===== src/rtl/light_level_change_detector_defines.svh =====
// Assertion macros for the light level change detector.
// The macros use the top level's clock and reset ports; they need no other file.
`ifndef LIGHT_LEVEL_CHANGE_DETECTOR_DEFINES_SVH
`define LIGHT_LEVEL_CHANGE_DETECTOR_DEFINES_SVH

// Checked at every rising clock edge outside reset.
`define LLCD_ASSERT(label, prop, msg) \
   label: assert property (@(posedge clock) disable iff (reset) (prop)) else $error(msg);

// Checked at every rising clock edge, reset included.
`define LLCD_ASSERT_ALWAYS(label, prop, msg) \
   label: assert property (@(posedge clock) (prop)) else $error(msg);

`endif


===== src/rtl/llcd_pkg.sv =====
// Shared types and constants of the light level change detector.
// Used by llcd_cell, llcd_eval and light_level_change_detector; no dependencies.
`timescale 1ns / 1ps

package llcd_pkg;

   localparam int LLCD_WINDOW = 8;
   localparam int LLCD_SAMPLE_W = 10;
   localparam int LLCD_SENS_W = 9;
   localparam logic [LLCD_SENS_W-1:0] LLCD_SENS_RESET = 9'd50;
   localparam logic [LLCD_SAMPLE_W-1:0] LLCD_HIGH_LIMIT = 10'd1022;
   localparam int LLCD_MAX_LEVEL = 1023;

   typedef enum logic {
      KIND_SAMPLE    = 1'b0,
      KIND_READ_FLAG = 1'b1
   } kind_type;

   typedef logic [LLCD_SAMPLE_W-1:0] sample_type;

   // Per-cycle control shared by every cell of the window chain.
   typedef struct packed {
      logic shift;
      logic fill;
   } cell_ctrl_type;

   typedef struct packed {
      sample_type average;
      logic       change;
   } eval_result_type;

endpackage


===== src/rtl/light_level_change_detector.sv =====
// A result is registered and presented in the cycle after its request transaction is accepted.
// Throughput: one request per cycle while no result is stalled; the running-sum update,
// reciprocal multiply, clamp and step compare all complete in the cycle of acceptance, so
// the window chain shifts or refills on every accepted sample. Reset (synchronous, active
// high) zeroes the window and its running sum, clears the change flag, empties the result
// register and sets the sensitivity to 50.
`timescale 1ns / 1ps

module light_level_change_detector #(
   parameter int WINDOW = llcd_pkg::LLCD_WINDOW
) (
   input  logic                                 clock,
   input  logic                                 reset,
   input  logic                                 csr_wr_en,
   input  logic [llcd_pkg::LLCD_SENS_W-1:0]     csr_wr_data,
   input  logic                                 req_tvalid,
   output logic                                 req_tready,
   input  logic [15:0]                          req_tdata,  // [9:0] light_sample
   input  logic                                 req_tuser,  // [0] kind
   output logic                                 rsp_tvalid,
   input  logic                                 rsp_tready,
   output logic [15:0]                          rsp_tdata   // [0] flag_was_set,
                                                            // [10:1] window_average,
                                                            // [11] change_now
);
   import llcd_pkg::*;

`include "light_level_change_detector_defines.svh"

   localparam int SUM_W = $clog2(LLCD_MAX_LEVEL * WINDOW + 1);

   logic [LLCD_SENS_W-1:0] sensitivity_ff;
   logic [SUM_W-1:0]       sum_ff;
   logic [SUM_W-1:0]       sum_in;
   logic [SUM_W-1:0]       sum_shifted;
   logic                   change_pending_ff;
   logic                   change_pending_in;
   logic                   rsp_valid_ff;
   logic                   rsp_valid_in;
   logic [15:0]            rsp_data_ff;
   logic [15:0]            rsp_data_in;

   logic                   accept;
   logic                   sample_accept;
   kind_type               kind;
   sample_type             sample;
   cell_ctrl_type          cell_ctrl;
   eval_result_type        eval;
   sample_type             window [WINDOW];

   assign kind = kind_type'(req_tuser);
   assign sample = req_tdata[LLCD_SAMPLE_W-1:0];
   assign req_tready = !rsp_valid_ff || rsp_tready;
   assign accept = req_tvalid && req_tready;
   assign sample_accept = accept && (kind == KIND_SAMPLE);

   // The oldest sample leaves from the end of the chain as the new one enters.
   assign sum_shifted = sum_ff - SUM_W'(window[WINDOW-1]) + SUM_W'(sample);

   llcd_eval #(
      .WINDOW (WINDOW),
      .SUM_W  (SUM_W)
   ) u_eval (
      .window_sum  (sum_shifted),
      .sample      (sample),
      .sensitivity (sensitivity_ff),
      .result      (eval)
   );

   assign cell_ctrl.shift = sample_accept && !eval.change;
   assign cell_ctrl.fill = sample_accept && eval.change;

   for (genvar i = 0; i < WINDOW; i++) begin : g_cell
      llcd_cell u_cell (
         .clock     (clock),
         .reset     (reset),
         .ctrl      (cell_ctrl),
         .prev_data ((i == 0) ? sample : window[(i == 0) ? 0 : i-1]),
         .fill_data (sample),
         .data      (window[i])
      );
   end

   always_comb begin
      sum_in = sum_ff;
      change_pending_in = change_pending_ff;
      rsp_valid_in = rsp_valid_ff && !rsp_tready;
      rsp_data_in = rsp_data_ff;
      if (accept) begin
         rsp_valid_in = 1'b1;
         case (kind)
            KIND_READ_FLAG: begin
               rsp_data_in = {15'd0, change_pending_ff};
               change_pending_in = 1'b0;
            end
            default: begin
               rsp_data_in = {4'd0, eval.change, eval.average, 1'b0};
               if (eval.change) begin
                  sum_in = SUM_W'(int'(sample) * WINDOW);
                  change_pending_in = 1'b1;
               end else begin
                  sum_in = sum_shifted;
               end
            end
         endcase
      end
   end

   always_ff @(posedge clock) begin
      if (reset) begin
         sensitivity_ff <= LLCD_SENS_RESET;
         sum_ff <= '0;
         change_pending_ff <= 1'b0;
         rsp_valid_ff <= 1'b0;
      end else begin
         if (csr_wr_en) begin
            sensitivity_ff <= csr_wr_data;
         end
         sum_ff <= sum_in;
         change_pending_ff <= change_pending_in;
         rsp_valid_ff <= rsp_valid_in;
      end
   end

   always_ff @(posedge clock) begin
      rsp_data_ff <= rsp_data_in;
   end

   assign rsp_tvalid = rsp_valid_ff;
   assign rsp_tdata = rsp_data_ff;

   `LLCD_ASSERT(a_stall_blocks_req, (rsp_tvalid && !rsp_tready) |-> !req_tready, "request taken while result stalled")
   `LLCD_ASSERT(a_change_sets_flag, (sample_accept && eval.change) |=> change_pending_ff, "change did not set the pending flag")
   `LLCD_ASSERT(a_read_clears_flag, (accept && (kind == KIND_READ_FLAG)) |=> !change_pending_ff, "flag read did not clear the pending flag")
   `LLCD_ASSERT(a_fill_sum, cell_ctrl.fill |=> (sum_ff == SUM_W'(int'(window[0]) * WINDOW)), "running sum disagrees with refilled window")
   `LLCD_ASSERT_ALWAYS(a_reset_empties, reset |=> !rsp_tvalid, "result register not emptied by reset")

endmodule


===== src/rtl/llcd_cell.sv =====
// One entry of the sample window chain.
// Depends on llcd_pkg for the sample and control types.
`timescale 1ns / 1ps

module llcd_cell (
   input  logic                   clock,
   input  logic                   reset,
   input  llcd_pkg::cell_ctrl_type ctrl,
   input  llcd_pkg::sample_type   prev_data,
   input  llcd_pkg::sample_type   fill_data,
   output llcd_pkg::sample_type   data
);
   import llcd_pkg::*;

   sample_type data_ff;
   sample_type data_in;

   always_comb begin
      data_in = data_ff;
      if (ctrl.fill) begin
         data_in = fill_data;
      end else if (ctrl.shift) begin
         data_in = prev_data;
      end
   end

   always_ff @(posedge clock) begin
      if (reset) begin
         data_ff <= '0;
      end else begin
         data_ff <= data_in;
      end
   end

   assign data = data_ff;

endmodule


===== src/rtl/llcd_eval.sv =====
// Window average by reciprocal multiply, clamp to the sensitivity band and
// step test of the sample. Depends on llcd_pkg.
`timescale 1ns / 1ps

module llcd_eval #(
   parameter int WINDOW = llcd_pkg::LLCD_WINDOW,
   parameter int SUM_W  = 13
) (
   input  logic [SUM_W-1:0]                  window_sum,
   input  llcd_pkg::sample_type              sample,
   input  logic [llcd_pkg::LLCD_SENS_W-1:0]  sensitivity,
   output llcd_pkg::eval_result_type         result
);
   import llcd_pkg::*;

   // floor(n / WINDOW) == (n * RECIP) >> SHIFT for every n below 2**SUM_W.
   localparam int SHIFT = SUM_W + $clog2(WINDOW);
   localparam longint RECIP = ((longint'(1) << SHIFT) + WINDOW - 1) / WINDOW;
   localparam int RECIP_W = SUM_W + 2;
   localparam int PROD_W = SUM_W + RECIP_W;

   logic [PROD_W-1:0]        product;
   sample_type               avg_raw;
   sample_type               low_bound;
   sample_type               high_bound;
   sample_type               avg_clamped;
   logic [LLCD_SAMPLE_W:0]   sample_plus_sens;
   logic [LLCD_SAMPLE_W:0]   avg_plus_sens;

   always_comb begin
      product = PROD_W'(window_sum) * PROD_W'(RECIP_W'(RECIP));
      avg_raw = LLCD_SAMPLE_W'(product >> SHIFT);
      low_bound = LLCD_SAMPLE_W'(sensitivity) + 1'b1;
      high_bound = LLCD_HIGH_LIMIT - LLCD_SAMPLE_W'(sensitivity);
      // When the band is empty, an average below the low bound takes the low bound and any other takes the high bound.
      if (avg_raw < low_bound) begin
         avg_clamped = low_bound;
      end else if (avg_raw > high_bound) begin
         avg_clamped = high_bound;
      end else begin
         avg_clamped = avg_raw;
      end
      sample_plus_sens = {1'b0, sample} + {2'b00, sensitivity};
      avg_plus_sens = {1'b0, avg_clamped} + {2'b00, sensitivity};
      result.average = avg_clamped;
      result.change = (sample_plus_sens < {1'b0, avg_clamped}) ||
                      ({1'b0, sample} > avg_plus_sens);
   end

endmodule

===== config.mk =====
export PLATFORM = sky130hd
export DESIGN_NAME = light_level_change_detector
export DESIGN_NICKNAME = d
export VERILOG_FILES = /design/src/rtl/llcd_pkg.sv /design/src/rtl/light_level_change_detector.sv /design/src/rtl/llcd_cell.sv /design/src/rtl/llcd_eval.sv
export VERILOG_INCLUDE_DIRS = /design/src /design/src/rtl
export SDC_FILE = /design/constraint.sdc
export NUM_CORES = 1
export LEC_CHECK = 0
export BUFFER_PORTS_ARGS = -buffer_cell sky130_fd_sc_hd__buf_2
export CAP_MARGIN = 20
export CORE_MARGIN = 2
export CORE_UTILIZATION = 65
export DETAILED_ROUTE_END_ITERATION = 6
export HOLD_SLACK_MARGIN = 0.12
export PLACE_DENSITY = 0.85
export SKIP_LAST_GASP = 1
export SLEW_MARGIN = 15
export SYNTH_ARGS = -nofsm -noshare
export SYNTH_HDL_FRONTEND = slang
export SYNTH_SLANG_ARGS = --single-unit

===== constraint.sdc =====
create_clock -name clock -period 25.7 [get_ports clock]
set_clock_uncertainty 0.15 [all_clocks]
set_input_delay 6.425 -clock clock [delete_from_list [all_inputs] [get_ports clock]]
set_output_delay 6.425 -clock clock [all_outputs]
set_load 0.005 [all_outputs]

==> flow_summary_export.csv <==
group,metric,value,unit
synth,synth-seq-area-share,32.90,%
routing,wl,18310,µm
finish,layout.nets,996,
global_route,overflow,0,
routing,drtIter0Drc,581,
finish,final_common_cell,"nor2_1",
finish,design_area,8194,µm²
placed_design,io_buffers,38,
routing,avgViaCountPerCell,6.329,
clock_tree,ctsResizeCount,0,
clock_tree,insertion_delay,0.42,ns
synth,synth_top_area_share,28.05,%
sta,final.min_clock_period,16.37,ns
routing,ant_nets,0,
finish,mostFrequentLayoutCells,"nor2_1, dfxtp_1, o21ai_0",
clock_tree,cts_hold_buffers,0,
sta,max_freq,0.06108,GHz
synth,syn-cell-area,7423,µm²
synth,synthArstFlopShare,0,%
synth,yosys_warnings,0,
setup_path,start_kind,"primary input",
hold_path,hold_class,"reg2reg",
synth,synthCells,865,
setup_path,required,25.80,ns
synth,synth-seq-cells,116,
setup_path,critPathMaxStageDelay,0.82,ns
sta,holdWs,0.3048,ns
finish,antenna_cells,0,
clock_tree,htree_levels,4,
sta,setup_viol,0,
sta,rsz0062_at_grt,"false",
routing,num_vias,6563,
sta,fin_tns_setup,0,ns
clock_tree,cts_tree,"yes",
sta,drv_slew,0,
routing,dr.pass1.iters,5,
setup_path,worstPathArrival,16.47,ns
finish,final_cells,1037,
clock_tree,cts_max_path_buffers,2,
setup_path,slowest_stage,"a211oi_1",
finish,syn_to_final_growth,10.38,%
clock_tree,path_clk_slew,0.05,ns
synth,synthTopCellsByArea,"dfxtp_1, ha_1, a211oi_1",
floorplan,die_width,110.9,µm
sta,slew_headroom,31.41,%
global_route,antenna_found_initial,0,
floorplan,die_area,12290,µm²
placed_design,dp_cells,1004,
global_route,grt_pass1_vias,6373,
placed_design,placed_cell_area,7619,µm²
sta,worst_slew_pin_slew,1.025,ns
clock_tree,cts-root-buf,"clkbuf_16",
placed_design,gp_congestion,0.9201,
floorplan,fp.dieH,110.9,µm
clock_tree,cts_setup_buffers,0,
synth,synth.largest_area_cell,"dfxtp_1",
synth,synth.distinct_cells,54,
setup_path,critPathKind,"in2reg",
placed_design,dp_hpwl,12240,µm
global_route,grt.total_usage,30.21,%
global_route,grt_max_degree,103,
routing,wl_per_cell,17.66,µm
floorplan,io_pins,49,
floorplan,coreArea,11270,µm²
sta,hold_viol_final,0,
clock_tree,numCtsBuffers,17,
synth,ys.flop_type,"dfxtp_1",
clock_tree,cts.sinks,116,
synth,synth_area_per_cell,8.582,µm²
flow_run,drv_cap,0,
floorplan,start_util,65.86,%
global_route,grt_pass1_wl,30390,µm
outcome,outcome,"finished, final reports clean",
synth,synth_edf_count,12,
finish,layout-drive-gt1-share,12.08,%
setup_path,cp_max_fo,61,
sta,min_period_over_period,63.70,%
setup_path,crit_path_end_kind,"register",
routing,drc,0,
floorplan,rows,39,
## cells in the mapped netlist, drive strengths merged (8+ instances only)
cell type,count
a2111oi,18
a211oi,81
a21o,16
a21oi,45
buf,17
clkbuf,34
dfxtp,104
edfxtp,12
fa,12
ha,72
inv,69
mux2i,9
nand2,43
nand2b,9
nand3,9
nand4,10
nor2,129
o21a,8
o21ai,84
xnor2,21
xor2,12
## critical path: cells and delay by family
kind / cells / cell delay, ns
AO/OA/AOI/OAI: 18 / 4.78
AND/OR/NAND/NOR: 6 / 1.51
buffers and inverters: 6 / 1.45
XOR/XNOR: 2 / 0.47
adder cells (fa/ha/maj): 5 / 1.74
## state kept, by name, indices dropped and copies added (netlist names)
| register | cells |
|---|---|
| change_pending_ff | 1 |
| g_cell.u_cell.data | 80 |
| rsp_tvalid | 1 |
| sum_ff | 13 |
| sensitivity_ff | 9 |
| rsp_tdata | 12 |
## final timing paths
kind / from / to / slack [ns] / depth (start not counted)
max reg2reg: sum_ff[1] / g_cell[3].u_cell.data[5] / 15.31 / 36
min reg2reg: g_cell[0].u_cell.data[3] / g_cell[0].u_cell.data[3] / 0.30 / 2
min: g_cell[0].u_cell.data[3] / g_cell[0].u_cell.data[3] / 0.30 / 2
max: req_tdata[1] / g_cell[3].u_cell.data[5] / 9.33 / 37
## final cells by class
class	count	area, µm²
repair buffers	45	262.8
clock buffers	23	467.9
inverters	69	259.0
flip-flops and latches	116	2442
fillers	826	3078
well taps	143	178.9
multi-input cells	632	4503
clock inverters	9	80.08
## routing by layer
layer	wire [µm]	up-vias	GRT usage, %
li1	-	3106	-
met1	7544	3147	38.19
met2	8773	256	49.53
met3	1429	54	7.654
met4	566	0	12.25
met5	0	-	0
## kinds of logic after synthesis
family | count (synthesis) | synth area share [%]
buf+inv | 120 | 6.809
flops | 116 | 32.90
xor+xnor | 33 | 3.894
fa+ha+maj | 84 | 15.37
compound gates | 276 | 26.40
simple gates | 222 | 12.76
other cells | 1 | 0.05052
mux | 13 | 1.820
## through the flow
stage          util (%)  setup WS [ns]
2_1_floorplan         -          11.83
3_3_place_gp      67.59          9.759
3_5_place_dp      67.59          9.255
4_1_cts           72.45          9.594
5_1_grt           72.69          8.789
6_report          72.69          9.328
Power is not shown: default switching activity piles up to over one toggle a cycle in this logic, so the estimate is an artifact.
